File: config.mk
export PLATFORM = sky130hd
export DESIGN_NAME = char_lcd_write_sequencer_flat
export DESIGN_NICKNAME = d
export VERILOG_FILES = /design/src/hdl/clws_pkg.sv /design/src/hdl/clws_req_if.sv /design/src/hdl/clws_phase_if.sv /design/src/hdl/clws_cfg_if.sv /design/src/hdl/clws_front.sv /design/src/hdl/clws_queue.sv /design/src/hdl/clws_back.sv /design/src/hdl/char_lcd_write_sequencer.sv /design/src/flat_wrapper.sv
export SDC_FILE = /design/constraint.sdc
export NUM_CORES = 1
export LEC_CHECK = 0
export CAP_MARGIN = 25
export CORE_ASPECT_RATIO = 0.7
export CORE_MARGIN = 2
export CORE_UTILIZATION = 35
export CTS_CLUSTER_DIAMETER = 50
export DETAILED_ROUTE_END_ITERATION = 16
export DONT_BUFFER_PORTS = 1
export HOLD_SLACK_MARGIN = 0.05
export PLACE_DENSITY = 0.53
export SETUP_SLACK_MARGIN = 0.2
export SYNTH_ARGS = -nofsm -noshare
export SYNTH_HDL_FRONTEND = slang
export SYNTH_SLANG_ARGS = --single-unit
File: constraint.sdc
create_clock -name clk -period 2.2 [get_ports clk]
set_input_delay 0.11 -clock clk [delete_from_list [all_inputs] [get_ports clk]]
set_output_delay 0.11 -clock clk [all_outputs]
set_load 0.01 [all_outputs]
File: src/hdl/clws_pkg.sv
package clws_pkg;

  // request codes
  typedef enum logic [1:0] {
    OP_CMD    = 2'd0,
    OP_CHAR   = 2'd1,
    OP_CURSOR = 2'd2
  } op_t;

  // configuration register indexes
  localparam logic [1:0] REG_BUS_MODE   = 2'd0;
  localparam logic [1:0] REG_PHASE_HOLD = 2'd1;

  localparam int unsigned CFG_IDX_W  = 2;
  localparam int unsigned CFG_DATA_W = 16;
  localparam int unsigned HOLD_W     = 16;
  localparam int unsigned BYTE_W     = 8;

  // bus mode codes
  localparam logic MODE_8BIT = 1'b0;
  localparam logic MODE_4BIT = 1'b1;

  localparam logic [7:0] SET_ADDR_CMD = 8'h80;
  localparam int unsigned QUEUE_DEPTH_DEF = 2;

  // last phase number of a write in each bus mode
  localparam logic [2:0] LAST_PH_8BIT = 3'd3;
  localparam logic [2:0] LAST_PH_4BIT = 3'd6;

  // one classified write waiting for the pin sequencer
  typedef struct packed {
    logic       rs;
    logic [7:0] val;
  } wr_entry_t;

  // display address offset of each row
  function automatic logic [7:0] row_offset(input logic [1:0] row);
    logic [7:0] off;
    case (row)
      2'd0:    off = 8'h00;
      2'd1:    off = 8'h40;
      2'd2:    off = 8'h10;
      default: off = 8'h50;
    endcase
    return off;
  endfunction

endpackage

File: src/hdl/clws_req_if.sv
interface clws_req_if;
  logic       valid;
  logic       ready;
  logic [1:0] opcode;
  logic [7:0] byte_value;
  logic [1:0] row;
  logic [3:0] column;

  modport source (output valid, opcode, byte_value, row, column, input ready);
  modport sink   (input valid, opcode, byte_value, row, column, output ready);
endinterface

File: src/hdl/clws_phase_if.sv
interface clws_phase_if;
  logic        valid;
  logic        ready;
  logic        rs_level;
  logic        enable_level;
  logic [7:0]  bus_value;
  logic [15:0] hold_count;
  logic        last_phase;

  modport source (output valid, rs_level, enable_level, bus_value, hold_count, last_phase,
                  input ready);
  modport sink   (input valid, rs_level, enable_level, bus_value, hold_count, last_phase,
                  output ready);
endinterface

File: src/hdl/clws_cfg_if.sv
interface clws_cfg_if;
  logic        valid;
  logic        ready;
  logic [1:0]  index;
  logic [15:0] data;

  modport source (output valid, index, data, input ready);
  modport sink   (input valid, index, data, output ready);
endinterface

File: src/hdl/clws_front.sv
module clws_front (
  clws_req_if.sink           req,
  input  logic               q_ready,
  output logic               q_push,
  output clws_pkg::wr_entry_t q_data
);
  import clws_pkg::*;

  logic       known;
  logic [7:0] addr;

  // cursor move becomes set-address command
  assign addr = ({4'b0000, req.column} + row_offset(req.row)) | SET_ADDR_CMD;

  // classify request into rs level and byte
  always_comb begin
    known      = 1'b1;
    q_data.rs  = 1'b0;
    q_data.val = req.byte_value;
    case (op_t'(req.opcode))
      OP_CMD: begin
        q_data.rs  = 1'b0;
        q_data.val = req.byte_value;
      end
      OP_CHAR: begin
        q_data.rs  = 1'b1;
        q_data.val = req.byte_value;
      end
      OP_CURSOR: begin
        q_data.rs  = 1'b0;
        q_data.val = addr;
      end
      default: begin
        known = 1'b0;
      end
    endcase
  end

  // unknown codes are taken and dropped
  assign req.ready = q_ready;
  assign q_push    = req.valid && q_ready && known;

endmodule

File: src/hdl/clws_queue.sv
module clws_queue #(
  parameter int unsigned DEPTH = clws_pkg::QUEUE_DEPTH_DEF
) (
  input  logic                clk,
  input  logic                rst_n,
  input  logic                push,
  input  clws_pkg::wr_entry_t push_data,
  output logic                not_full,
  input  logic                pop,
  output logic                not_empty,
  output clws_pkg::wr_entry_t head
);
  import clws_pkg::*;

  localparam int unsigned PTR_W = (DEPTH > 1) ? $clog2(DEPTH) : 1;
  localparam int unsigned CNT_W = $clog2(DEPTH + 1);

  wr_entry_t          mem [DEPTH];
  logic [PTR_W-1:0]   wr_ptr_r, wr_ptr_nxt;
  logic [PTR_W-1:0]   rd_ptr_r, rd_ptr_nxt;
  logic [CNT_W-1:0]   count_r, count_nxt;
  logic               do_push, do_pop;

  assign not_full  = (count_r != CNT_W'(DEPTH));
  assign not_empty = (count_r != '0);
  assign do_push   = push && not_full;
  assign do_pop    = pop && not_empty;
  assign head      = mem[rd_ptr_r];

  // pointer and fill count update
  always_comb begin
    wr_ptr_nxt = wr_ptr_r;
    rd_ptr_nxt = rd_ptr_r;
    count_nxt  = count_r;
    if (do_push) begin
      wr_ptr_nxt = (wr_ptr_r == PTR_W'(DEPTH - 1)) ? '0 : wr_ptr_r + 1'b1;
    end
    if (do_pop) begin
      rd_ptr_nxt = (rd_ptr_r == PTR_W'(DEPTH - 1)) ? '0 : rd_ptr_r + 1'b1;
    end
    if (do_push && !do_pop) begin
      count_nxt = count_r + 1'b1;
    end else if (do_pop && !do_push) begin
      count_nxt = count_r - 1'b1;
    end
  end

  always_ff @(posedge clk) begin
    if (!rst_n) begin
      wr_ptr_r <= '0;
      rd_ptr_r <= '0;
      count_r  <= '0;
    end else begin
      wr_ptr_r <= wr_ptr_nxt;
      rd_ptr_r <= rd_ptr_nxt;
      count_r  <= count_nxt;
    end
  end

  // entry storage
  always_ff @(posedge clk) begin
    if (do_push) begin
      mem[wr_ptr_r] <= push_data;
    end
  end

endmodule

File: src/hdl/clws_back.sv
module clws_back (
  input  logic                clk,
  input  logic                rst_n,
  input  logic                bus_mode,
  input  logic [15:0]         phase_hold,
  input  logic                q_valid,
  input  clws_pkg::wr_entry_t q_head,
  output logic                q_pop,
  clws_phase_if.source        phase
);
  import clws_pkg::*;

  logic        busy_r, busy_nxt;
  logic [2:0]  ph_r, ph_nxt;
  wr_entry_t   cur_r;
  logic [7:0]  bus_level_r;
  logic        out_valid_r;
  logic        out_rs_r, out_en_r, out_last_r;
  logic [7:0]  out_bus_r;
  logic [15:0] out_hold_r;

  logic        emit, is_last, en_val;
  logic [7:0]  bus_val;
  logic [15:0] hold_val;

  // one phase per cycle while a write is in progress and the output register is free
  assign emit    = busy_r && (!out_valid_r || phase.ready);
  assign is_last = (bus_mode == MODE_4BIT) ? (ph_r == LAST_PH_4BIT) : (ph_r == LAST_PH_8BIT);
  assign q_pop   = q_valid && (!busy_r || (emit && is_last));
  assign hold_val = (phase_hold == '0) ? 16'd1 : phase_hold;

  // pin levels of the current phase
  always_comb begin
    en_val  = 1'b0;
    bus_val = bus_level_r;
    if (bus_mode == MODE_4BIT) begin
      case (ph_r)
        3'd0: en_val = 1'b0;
        3'd1: en_val = 1'b1;
        3'd2: begin en_val = 1'b1; bus_val = {4'b0000, cur_r.val[7:4]}; end
        3'd3: begin en_val = 1'b0; bus_val = {4'b0000, cur_r.val[7:4]}; end
        3'd4: begin en_val = 1'b1; bus_val = {4'b0000, cur_r.val[7:4]}; end
        3'd5: begin en_val = 1'b1; bus_val = {4'b0000, cur_r.val[3:0]}; end
        3'd6: begin en_val = 1'b0; bus_val = {4'b0000, cur_r.val[3:0]}; end
        default: en_val = 1'b0;
      endcase
    end else begin
      case (ph_r)
        3'd0: en_val = 1'b0;
        3'd1: en_val = 1'b1;
        3'd2: begin en_val = 1'b1; bus_val = cur_r.val; end
        3'd3: begin en_val = 1'b0; bus_val = cur_r.val; end
        default: en_val = 1'b0;
      endcase
    end
  end

  // sequencer control
  always_comb begin
    busy_nxt = busy_r;
    ph_nxt   = ph_r;
    if (q_pop) begin
      busy_nxt = 1'b1;
      ph_nxt   = '0;
    end else if (emit) begin
      busy_nxt = !is_last;
      ph_nxt   = ph_r + 1'b1;
    end
  end

  always_ff @(posedge clk) begin
    if (!rst_n) begin
      busy_r      <= 1'b0;
      ph_r        <= '0;
      out_valid_r <= 1'b0;
      bus_level_r <= '0;
    end else begin
      busy_r <= busy_nxt;
      ph_r   <= ph_nxt;
      if (emit) begin
        out_valid_r <= 1'b1;
        bus_level_r <= bus_val;
      end else if (phase.ready) begin
        out_valid_r <= 1'b0;
      end
    end
  end

  // request and output payload registers
  always_ff @(posedge clk) begin
    if (q_pop) begin
      cur_r <= q_head;
    end
    if (emit) begin
      out_rs_r   <= cur_r.rs;
      out_en_r   <= en_val;
      out_bus_r  <= bus_val;
      out_hold_r <= hold_val;
      out_last_r <= is_last;
    end
  end

  assign phase.valid        = out_valid_r;
  assign phase.rs_level     = out_rs_r;
  assign phase.enable_level = out_en_r;
  assign phase.bus_value    = out_bus_r;
  assign phase.hold_count   = out_hold_r;
  assign phase.last_phase   = out_last_r;

endmodule

File: src/hdl/char_lcd_write_sequencer.sv
// Character-LCD write sequencer. Each request (command byte, display character or
// cursor move) produces the pin phases of one write on out_phase, one phase per
// cycle while the receiver is ready: 4 phases in 8-bit mode, 7 in 4-bit mode, set
// by the phase sequencer in the back end. Requests are classified in the front
// end and wait in a small queue (QUEUE_DEPTH entries), so new requests are taken
// while a write is still going out. Unknown opcodes are taken and dropped.
// Configuration writes are always accepted and must happen only while no write
// is pending. A hold of zero is reported as one.
module char_lcd_write_sequencer #(
  parameter int unsigned QUEUE_DEPTH = clws_pkg::QUEUE_DEPTH_DEF
) (
  input logic          clk,
  input logic          rst_n,
  clws_req_if.sink     in_req,
  clws_phase_if.source out_phase,
  clws_cfg_if.sink     cfg_wr
);
  import clws_pkg::*;

  logic        bus_mode_r;
  logic [15:0] phase_hold_r;
  logic        q_push, q_pop, q_not_full, q_not_empty;
  wr_entry_t   q_in, q_head;

  // configuration registers
  assign cfg_wr.ready = 1'b1;

  always_ff @(posedge clk) begin
    if (!rst_n) begin
      bus_mode_r   <= MODE_8BIT;
      phase_hold_r <= 16'd1;
    end else if (cfg_wr.valid) begin
      if (cfg_wr.index == REG_BUS_MODE) begin
        bus_mode_r <= cfg_wr.data[0];
      end else if (cfg_wr.index == REG_PHASE_HOLD) begin
        phase_hold_r <= cfg_wr.data;
      end
    end
  end

  clws_front u_front (
    .req     (in_req),
    .q_ready (q_not_full),
    .q_push  (q_push),
    .q_data  (q_in)
  );

  clws_queue #(
    .DEPTH (QUEUE_DEPTH)
  ) u_queue (
    .clk       (clk),
    .rst_n     (rst_n),
    .push      (q_push),
    .push_data (q_in),
    .not_full  (q_not_full),
    .pop       (q_pop),
    .not_empty (q_not_empty),
    .head      (q_head)
  );

  clws_back u_back (
    .clk        (clk),
    .rst_n      (rst_n),
    .bus_mode   (bus_mode_r),
    .phase_hold (phase_hold_r),
    .q_valid    (q_not_empty),
    .q_head     (q_head),
    .q_pop      (q_pop),
    .phase      (out_phase)
  );

endmodule

File: src/flat_wrapper.sv
// flat-port wrapper written by rule: the top's interface ports become plain ports
module char_lcd_write_sequencer_flat import clws_pkg::*;
#(
  parameter int unsigned QUEUE_DEPTH = clws_pkg::QUEUE_DEPTH_DEF
)
  (clk, rst_n, in_req_valid, in_req_opcode, in_req_byte_value, in_req_row, in_req_column, in_req_ready, out_phase_valid, out_phase_rs_level, out_phase_enable_level, out_phase_bus_value, out_phase_hold_count, out_phase_last_phase, out_phase_ready, cfg_wr_valid, cfg_wr_index, cfg_wr_data, cfg_wr_ready);
  clws_req_if in_req_i ();
  clws_phase_if out_phase_i ();
  clws_cfg_if cfg_wr_i ();
  input logic clk;
  input logic rst_n;
  input wire logic [$bits(in_req_i.valid)-1:0] in_req_valid;
  input wire logic [$bits(in_req_i.opcode)-1:0] in_req_opcode;
  input wire logic [$bits(in_req_i.byte_value)-1:0] in_req_byte_value;
  input wire logic [$bits(in_req_i.row)-1:0] in_req_row;
  input wire logic [$bits(in_req_i.column)-1:0] in_req_column;
  output wire logic [$bits(in_req_i.ready)-1:0] in_req_ready;
  output wire logic [$bits(out_phase_i.valid)-1:0] out_phase_valid;
  output wire logic [$bits(out_phase_i.rs_level)-1:0] out_phase_rs_level;
  output wire logic [$bits(out_phase_i.enable_level)-1:0] out_phase_enable_level;
  output wire logic [$bits(out_phase_i.bus_value)-1:0] out_phase_bus_value;
  output wire logic [$bits(out_phase_i.hold_count)-1:0] out_phase_hold_count;
  output wire logic [$bits(out_phase_i.last_phase)-1:0] out_phase_last_phase;
  input wire logic [$bits(out_phase_i.ready)-1:0] out_phase_ready;
  input wire logic [$bits(cfg_wr_i.valid)-1:0] cfg_wr_valid;
  input wire logic [$bits(cfg_wr_i.index)-1:0] cfg_wr_index;
  input wire logic [$bits(cfg_wr_i.data)-1:0] cfg_wr_data;
  output wire logic [$bits(cfg_wr_i.ready)-1:0] cfg_wr_ready;
  assign in_req_i.valid = in_req_valid;
  assign in_req_i.opcode = in_req_opcode;
  assign in_req_i.byte_value = in_req_byte_value;
  assign in_req_i.row = in_req_row;
  assign in_req_i.column = in_req_column;
  assign in_req_ready = in_req_i.ready;
  assign out_phase_valid = out_phase_i.valid;
  assign out_phase_rs_level = out_phase_i.rs_level;
  assign out_phase_enable_level = out_phase_i.enable_level;
  assign out_phase_bus_value = out_phase_i.bus_value;
  assign out_phase_hold_count = out_phase_i.hold_count;
  assign out_phase_last_phase = out_phase_i.last_phase;
  assign out_phase_i.ready = out_phase_ready;
  assign cfg_wr_i.valid = cfg_wr_valid;
  assign cfg_wr_i.index = cfg_wr_index;
  assign cfg_wr_i.data = cfg_wr_data;
  assign cfg_wr_ready = cfg_wr_i.ready;
  char_lcd_write_sequencer #(.QUEUE_DEPTH(QUEUE_DEPTH)) u_core (.clk(clk), .rst_n(rst_n), .in_req(in_req_i), .out_phase(out_phase_i), .cfg_wr(cfg_wr_i));
endmodule
-- Word level (Yosys, flattened, before mapping)
Memories as Yosys holds them, arrays and structs flattened. A register that Yosys moved wholly into a read port is not among the register bits.
Cells that the tools add are included.
- flip-flop bits (word level): 61
- bits in latches: 0
- memories kept: 1
- bits in read-only memories: 0
- bits of input ports: 39
- bits in writable memories: 18
- memory list (name ; depth ; bits a word ; rd ports ; clocked after memory_dff ; write ports ; line ; text):
    u_core.u_queue.mem ; 2 ; 9 ; 1 ; 1 ; 1 ; clws_queue.sv:18 ; wr_entry_t mem [DEPTH];
- eq/ne operators: 12
- add/sub/neg operators: 6
- $lt $le $gt $ge: 0
- bitwise operators: 2
- reductions and logical operators: 33
- multipliers: 0
- shifts and indexed selects: 0
- multiplexer cells: 20
- div/mod/pow operators: 0
- operators with widths (operator ; count):
    $pmux W7 S3 ; 1
    $pmux W9 S2 ; 1
    $logic_not A16 Y1 ; 1
    $mux W8 ; 2
    $pmux W8 S2 ; 1
    $mux W1 ; 13
    $eq A3 B3 Y1 const B ; 3
    $logic_and A1 B1 Y1 ; 9
    $reduce_bool A2 Y1 ; 4
    $reduce_or A2 Y1 ; 4
    $add A4 B7 Y7 ; 1
    $eq A2 B1 Y1 const B ; 3
    $eq A3 B2 Y1 const B ; 2
    $logic_not A2 Y1 ; 3
    $reduce_or A3 Y1 ; 2
    $logic_not A1 Y1 ; 5
    $eq A2 B2 Y1 const B ; 2
    $mux W2 ; 2
    $reduce_or A4 Y1 ; 1
    $add A3 B1 Y3 const B ; 1
    $eq A3 B1 Y1 const B ; 1
    $reduce_and A3 Y1 ; 1
    $add A1 B1 Y1 const B ; 2
    $add A2 B1 Y2 const B ; 1
    other kinds (5) ; 7

-- Logic depth before layout (Yosys ltp)
Gate-level depths: netlist of the first run.
- word-level depth: 10
- mapped depth: 10
- mapped depth without buffers: 9

-- By module
Synthesis of the first run repeated with hierarchy kept, for this count alone.
- cells, all modules: 323
- area, all modules: 3852.4 µm²
- modules (own cells, without submodules) (module ; area an instance (µm²) ; times used ; cells each ; seq. area each (µm²)):
    clws_back ; 2054.5 ; 1 ; 171 ; 1341.3
    clws_queue ; 889.6 ; 1 ; 52 ; 640.6
    char_lcd_write_sequencer ; 718.2 ; 1 ; 78 ; 340.3
    clws_front ; 190.2 ; 1 ; 22 ; 0.0

-- Worst setup path after synthesis of the first run
Ideal clock, no wire load.
- path type: reg2reg
- start point: register u_core.u_back.ph_r[0]
- end point: register u_core.u_queue.count_r[1]
- arrival time: 2.089 ns
- stages on the path, launching flop included: 9
- buffers on the path: 0
- setup slack: 0.040 ns
- period minus slack after synthesis: 2.160 ns
- cell sequence: dfxtp_1 ha_1 ha_1 nand2b_1 and3_1 or2_2 ha_1 or3_1 a21oi_1
- cells in the longest elaborated chain, start to end: 9
- elaborated cells on any way between the ends: 12
- those cells by class: 2 x eq/ne; 2 x mux; 8 x reduce/logical
- RTL lines (what ; line ; text):
    from (decl) ; clws_back.sv:14 ; logic [2:0] ph_r, ph_nxt;
    from (signal assigned) ; clws_back.sv:79 ; ph_r <= ph_nxt;
    $eq A3 B2 Y1 or $eq A3 B3 Y1 (tied branches) ; clws_back.sv:28 ; assign is_last = (bus_mode == MODE_4BIT) ? (ph_r == LAST_PH_4BIT) : (ph_r == LAST_PH_8BIT);
    $mux W1 * ; clws_back.sv:28 ;
    $logic_and A1 B1 Y1 * ; clws_back.sv:29 ; assign q_pop = q_valid && (!busy_r || (emit && is_last));
    $logic_or A1 B1 Y1 * ; clws_back.sv:29 ;
    $logic_and A1 B1 Y1 * ; clws_back.sv:29 ;
    $logic_and A1 B1 Y1 * ; clws_queue.sv:27 ; assign do_pop = pop && not_empty;
    $logic_not A1 Y1 ; clws_queue.sv:41 ; if (do_push && !do_pop) begin
    $logic_and A1 B1 Y1 ; clws_queue.sv:41 ;
    $mux W2 or $reduce_bool A2 Y1 (tied branches) ; - ;
    to (signal assigned) ; clws_queue.sv:56 ; count_r <= count_nxt;
    to (decl) ; clws_queue.sv:21 ; logic [CNT_W-1:0] count_r, count_nxt;
Mark *: on every way between the ends. The rest lies on a longest branch, timed or not.
A chain may end at the register's enable or synchronous reset.

-- Worst setup path after layout of the first run
- start point: register u_core.u_back.ph_r[1]
- end point: register u_core.u_queue.count_r[1]
The elaborated chain is that of the path after synthesis.

==> flow_summary.ini, run 1 <==
[finish]
finalInstanceArea_sq_um = 4536
diodes = 0
fillers = 962
areaGrowthSynthToFinish_pct = 23.01
drive_gt1_share_pct = 16.76
finalNonFillerCells = 484
fin_util_pct = 43.96
fin_nets = 396

[timing]
rsz0062_at_grt = true
clock_skew_ns = 0.007252
min_period_ns = 1.983
tightest_slew_ns = 0.6512
setup_viol = 0
fmax_mhz = 504.2
fin_tns_setup_ns = 0
slew_violations = 0
hold_viol = 0
post-route-period-util_pct = 90.16
layout_setup_ws_ns = 0.2166
relSlewSlack_pct = 56.46

[grt]
grt_pass1_vias = 2289
use_met2_pct = 20.18
grt-ovfl-total = 0
grt_pass1_wl_mm = 11.81
grt_max_degree = 26
gr-usage-met1_pct = 18.65
grt_util_all_layers_pct = 13.50
antenna_found_initial = 0
grt.met3_usage_pct = 5.238
busiest_layer = met2

[synthesis]
synth_edf_count = 54
synthDistinctLibCells = 46
yosysSeqAreaShare_pct = 62.44
synth_ff_type = edfxtp_1
syn_inst = 319
synth-seq-cells = 88
ys_warn_count = 0
ys_async_sr_fraction_pct = 0
synth_area_sq_um = 3687
synth_nets = 368
syn_avg_cell_area_sq_um = 11.56

[cts]
cts_tree = done
clock_path_buffers = 2
htreeDepth = 3
clk_latency_ns = 0.33
cts.clk_slew.worst_paths_ns = 0.07
cts.sinks = 88
cts-root-buf = clkbuf_16
cts_made_buffers = 9

[status]
status = finished clean

[worst_hold_path]
hold_class = in2reg
min_delay_path_depth = 3

[setup_path]
slowest_stage = dfxtp_4
reg2reg_depth = 9
worst_ep_arrival_time_ns = 2.24
required_ns = 2.46
max_stage_delay_ns = 0.39
startpoint_type = flip-flop
cp_max_fo = 4
crit_top_cell = ha_4
crit_path_end_kind = flip-flop
crit_type = reg2reg
cp_cell_sequence = ha_4, ha_4, nand2b_4, and3_4, or2_4, ha_4, xor2_1, or3_1, a21oi_1

[die]
die_width_um = 126.7
die_h_um = 89.88
die-area_sq_um = 11390
rows = 31
core_sq_um = 10320
ioPinCount = 69
start_util_pct = 35.74

[flow_run]
drv_cap = 0

[placement]
numPortBuffers = 0
gp_congestion = 0.7482
hpwl_mm = 4.932
pre_cts_ws_ns = 0.07806
dp_cells = 429
dpl-instance-area_sq_um = 3807

[pwr]
powerDensity_nw_per_um2 = 1082
ir_drop_v = 0.0004300
cellLeakagePower_nw = 1.654

[detailed_routing]
first_iter_violations = 137
dr.pass1.iters = 4
via_per_inst = 4.855
wire_per_inst_um = 15.03
drc = 0
route.vias.total = 2350
ant_nets = 0
finalWirelength_mm = 7.273
==> cells by family after synthesis <==
kind of cell / Yosys count / share of synthesized area [%]
AO/OA/AOI/OAI: 53 / 10.15
AND/OR/NAND/NOR: 110 / 14.08
buffers and inverters: 38 / 4.513
adder cells (fa/ha/maj): 10 / 3.393
flip-flops: 88 / 62.44
XOR/XNOR: 4 / 0.9503
multiplexers: 15 / 4.377
other: 1 / 0.1017
==> worst max-delay path, delay by kind of cell (launching register included) <==
| family | cells | cell delay (ns) |
|---|---|---|
| compound gates | 1 | 0.15 |
| fa+ha+maj | 3 | 0.46 |
| xor+xnor | 1 | 0.14 |
| flops | 1 | 0.39 |
| simple gates | 4 | 0.78 |
==> timing repair <==
action	CTS	global route
gates cloned	0	0
hold buffers	34	0
setup endpoints to repair	2	7
hold endpoints to repair	36	0
pin swaps	3	8
gates resized for setup	7	3
buffers inserted	3	2
==> path summary, 6_finish.rpt <==
kind,from,end,slack (ns)
max reg2reg,u_core.u_back.ph_r[1],u_core.u_queue.count_r[1],0.22
min,cfg_wr_index[0],u_core.bus_mode_r,0.06
max,u_core.u_back.ph_r[1],u_core.u_queue.count_r[1],0.22
min reg2reg,u_core.u_back.cur_r[8],u_core.u_back.phase.rs_level,0.42
==> placed cells by master (no fill, tap or decap), types with 2 or more instances in the layout <==
| cell type | instances |
|---|---|
| edfxtp_1 | 54 |
| nand2_1 | 51 |
| dlygate4sd3_1 | 34 |
| dfxtp_1 | 32 |
| a21oi_1 | 19 |
| nor2_1 | 18 |
| buf_4 | 11 |
| nand3_1 | 10 |
| mux2_2 | 9 |
| clkbuf_16 | 9 |
| o21ai_0 | 7 |
| mux2i_1 | 6 |
| inv_1 | 6 |
| a22o_1 | 6 |
| ha_1 | 6 |
| a221o_1 | 4 |
| nor2b_1 | 4 |
| and2_2 | 4 |
| a31oi_1 | 4 |
| a32o_1 | 4 |
| ha_4 | 4 |
| inv_2 | 3 |
| nor4_1 | 3 |
| nor3_1 | 3 |
| clkinv_2 | 3 |
| nand2b_1 | 2 |
| and3b_1 | 2 |
| and2_1 | 2 |
| xnor2_1 | 2 |
| or3_1 | 2 |
| xor2_1 | 2 |
| inv_6 | 2 |
| dfxtp_4 | 2 |
==> area by class of cell <==
class / count / area (sq um) / area share (%)
Clock buffer: 9 / 225.2 / 4.966
Clock inverter: 7 / 70.07 / 1.545
Inverter: 9 / 33.78 / 0.7448
Multi-Input combinational cell: 193 / 1289 / 28.41
Sequential cell: 88 / 2310 / 50.92
Tap cell: 132 / 165.2 / 3.641
Timing Repair Buffer: 46 / 442.9 / 9.766
==> synth_stat cells (4+ instances only) <==
master    instances  area, sq um
a32o_1            4        40.04
inv_1             8        30.03
edfxtp_1         54         1622
a31oi_1           4        25.02
a221o_1           4        40.04
a21oi_1          19        95.09
nor2b_1           4        25.02
nand3_1          11        55.05
and2_2            4        30.03
a22o_1            6        52.55
nor2_1           18        67.56
dfxtp_1          34        680.7
nand2_1          51        191.4
o21ai_0           7        35.03
ha_1             10        125.1
mux2i_1           6        60.06
mux2_2            9        101.4
clkbuf_1         25        93.84
==> registers in the layout, indices dropped and copies added, names as in the netlist, 2 cells and up <==
signal,flops
u_core.u_back.bus_level_r,8
u_core.u_back.phase.hold_count,16
u_core.u_back.ph_r,3
u_core.u_back.cur_r,9
u_core.u_back.phase.bus_value,8
u_core.u_queue.count_r,2
u_core.u_queue.mem,18
u_core.phase_hold_r,16
==> metal layers <==
| metal | vias to the layer above | wire, um |
|---|---|---|
| met5 | - | 0 |
| met1 | 1107 | 3675 |
| li1 | 1183 | - |
| met4 | 0 | 51 |
| met3 | 4 | 274 |
| met2 | 56 | 3271 |
==> where the power goes <==
part / switching [mW] / total [mW] / internal [mW]
clock network: 0.622 / 1.50 / 0.881
logic: 0.523 / 0.968 / 0.445
registers: 0.274 / 2.44 / 2.16
total: 1.42 / 4.91 / 3.49
==> per-stage QoR <==
stage	hold WS [ns]	power (mW)
floorplan	0.1818	3.046
global placement	0.1836	3.327
detailed placement	0.1891	3.333
CTS	0.05126	4.952
global route	0.09654	5.162
finish	0.06390	4.909
Note: power is estimated with default switching activity, not from simulation.
==> inputs of run 2 (changes only) <==
--- a/config.mk
+++ b/config.mk
@@ -5,6 +5,7 @@
 export SDC_FILE = /design/constraint.sdc
 export NUM_CORES = 1
 export LEC_CHECK = 0
+export ABC_AREA = 1
 export CAP_MARGIN = 25
 export CORE_ASPECT_RATIO = 0.7
 export CORE_MARGIN = 2
@@ -13,7 +14,7 @@
 export DETAILED_ROUTE_END_ITERATION = 16
 export DONT_BUFFER_PORTS = 1
 export HOLD_SLACK_MARGIN = 0.05
-export PLACE_DENSITY = 0.53
+export PLACE_DENSITY = 0.49
 export SETUP_SLACK_MARGIN = 0.2
 export SYNTH_ARGS = -nofsm -noshare
 export SYNTH_HDL_FRONTEND = slang
==> flow_summary.ini, run 2 <==
[synthesis]
synth.most_common_cell = nand2_1
synthDistinctLibCells = 37
synth.largest_area_cell = edfxtp_1
synth_common_cells = nand2_1 (79), edfxtp_1 (54), nor2_1 (37)
syn_avg_cell_area_sq_um = 9.958
synth_area_sq_um = 3834
synth_top_area_share_pct = 42.30
ys_warn_count = 0
synth-seq-cells = 88
synth_edf_count = 54
ys_async_sr_fraction_pct = 0
synth_area_leaders = edfxtp_1 (42%), dfxtp_1 (18%), nand2_1 (7.7%)
yosysSeqAreaShare_pct = 60.05
synth_ff_type = edfxtp_1
synth_nets = 434
syn_inst = 385

[timing]
layout_setup_ws_ns = 0.3027
fin_tns_setup_ns = 0
post-route-period-util_pct = 86.24
tightest_slew_ns = 0.7119
clock_skew_ns = 0.006855
relSlewSlack_pct = 52.38
fmax_mhz = 527.1
holdWs_ns = 0.06449
slew_violations = 0
min_period_ns = 1.897
hold_viol = 0
setup_viol = 0
rsz0062_at_grt = false

[detailed_routing]
dr.pass1.iters = 4
via_per_inst = 4.614
drc = 0
wire_per_inst_um = 13.69
first_iter_violations = 152
route.vias.total = 2662
ant_nets = 0
finalWirelength_mm = 7.897

[finish]
drive_gt1_share_pct = 15.38
regArea_sq_um = 2306
final_common_cell = nand2_1
largest_reg_flops = 18
fillers = 1011
regMostFlops = u_core.u_queue.mem
multi_input_area_sq_um = 1291
diodes = 0
areaGrowthSynthToFinish_pct = 23.40
final_cell_mix = nand2_1 (78), edfxtp_1 (54), nor2_1 (37)
fin_nets = 473

[setup_path]
worst_ep_arrival_time_ns = 2.12
reg2reg_from = u_core.u_back.ph_r[1]
crit_path_end_kind = flip-flop
startpoint_type = primary input
cp-endpoint = u_core.bus_mode_r
required_ns = 2.42
r2r-end = u_core.u_queue.count_r[1]
crit_type = in2reg
reg2reg_depth = 12
startpoint = cfg_wr_index[0]
r2r_slack_ns = 0.32
cp_max_fo = 2

[die]
rows = 31
ioPinCount = 69
start_util_pct = 36.47
die_width_um = 129.1
core_sq_um = 10510
die_h_um = 91.57
die-area_sq_um = 11820

[pwr]
cellLeakagePower_nw = 1.984
ir_drop_v = 0.0004969
powerDensity_nw_per_um2 = 1073

[cts]
cts.sinks = 88
cts.clk_slew.worst_paths_ns = 0.06
htreeDepth = 3
clock_path_buffers = 2
clk_latency_ns = 0.34
cts_made_buffers = 9
cts_tree = done
cts-root-buf = clkbuf_16

[worst_hold_path]
min_from = in_req_byte_value[6]
hold_class = in2reg

[grt]
grt_util_all_layers_pct = 14.36
antenna_found_initial = 0
grt_pass1_wl_mm = 12.70
grt_max_degree = 28
grt-ovfl-total = 0
grt_pass1_vias = 2493

[placement]
hpwl_mm = 5.294
gp_congestion = 0.7442
pre_cts_ws_ns = 0.06630
numPortBuffers = 0

[flow_run]
drv_cap = 0

[status]
status = finished clean
==> run 2: cell count changes after synthesis, sizes merged, moves of 8 or more <==
cell / previous run / this run
clkbuf: 27 / 19
inv: 9 / 38
mux2: 9 / 0
nand2: 51 / 88
nor2: 18 / 38
o211ai: 1 / 9
o21ai: 7 / 30
==> run 2: how the worst min path moves through the flow <==
stage	end	slack (ns)	cells after the start
final	u_core.u_queue.mem[1][6]	0.06	2
after global routing	u_core.u_queue.mem[1][6]	0.10	2
after CTS	u_core.u_queue.mem[1][6]	0.05	2
after detailed placement	u_core.phase_hold_r[0]	0.22	1
after global placement	u_core.phase_hold_r[0]	0.23	1
after floorplan	u_core.phase_hold_r[0]	0.24	2
==> run 2: metrics by stage <==
stage | utilization [%] | instance area (sq um) | power, mW | cells
2_1_floorplan | - | 3849 | 3.169 | 385
3_3_place_gp | 37.77 | 3970 | 3.457 | 516
3_5_place_dp | 37.77 | 3970 | 3.478 | 516
4_1_cts | 44.21 | 4647 | 5.065 | 569
5_1_grt | 45.01 | 4731 | 5.381 | 577
6_report | 45.01 | 4731 | 5.078 | 577
==> run 2: cell type report <==
| cell class | instances | share of cell area (%) |
|---|---|---|
| multi-input cells | 232 | 27.29 |
| flip-flops and latches | 88 | 48.74 |
| clock inverters | 4 | 1.005 |
| well taps | 148 | 3.914 |
| inverters | 39 | 3.094 |
| clock buffers | 12 | 4.999 |
| repair buffers | 54 | 10.95 |
==> run 2: critical path: stages <==
cell	delay [ns]
dlygate4sd3_1	0.56
nor4_1	0.25
dlygate4sd3_1	0.59
nor3_1	0.04
dlygate4sd3_1	0.57
==> run 2: cells by family (layout without fill, tap and decap cells) <==
logic type | count (synthesis) | count (layout) | synth area share [%]
buf+inv | 65 | 109 | 7.572
compound gates | 68 | 68 | 11.29
fa+ha+maj | 10 | 10 | 3.264
simple gates | 152 | 152 | 17.49
other cells | 1 | 1 | 0.09782
flops | 88 | 88 | 60.05
xor+xnor | 1 | 1 | 0.2285
==> run 2: per-layer routing <==
| metal | wire, um | vias to the layer above | global-route usage, % |
|---|---|---|---|
| met5 | 0 | - | 0 |
| met4 | 143 | 0 | 5.978 |
| met3 | 386 | 10 | 4.832 |
| met2 | 3412 | 63 | 20.24 |
| met1 | 3954 | 1236 | 20.05 |
| li1 | - | 1353 | - |
==> run 2: power breakdown <==
part           internal, mW  total, mW  switching (mW)  leakage (nW)
Sequential             2.22       2.47           0.248         0.795
Clock                 0.877       1.47           0.595         0.137
Combinational         0.444       1.14           0.697          1.05
Total                  3.54       5.08            1.54          1.98
==> run 2: what timing repair did <==
item	4_1_cts	5_1_grt
resized for setup	8	4
setup endpoints to repair	1	7
hold endpoints to repair	41	0
setup buffers	2	8
pin swaps	1	5
hold buffers	35	0
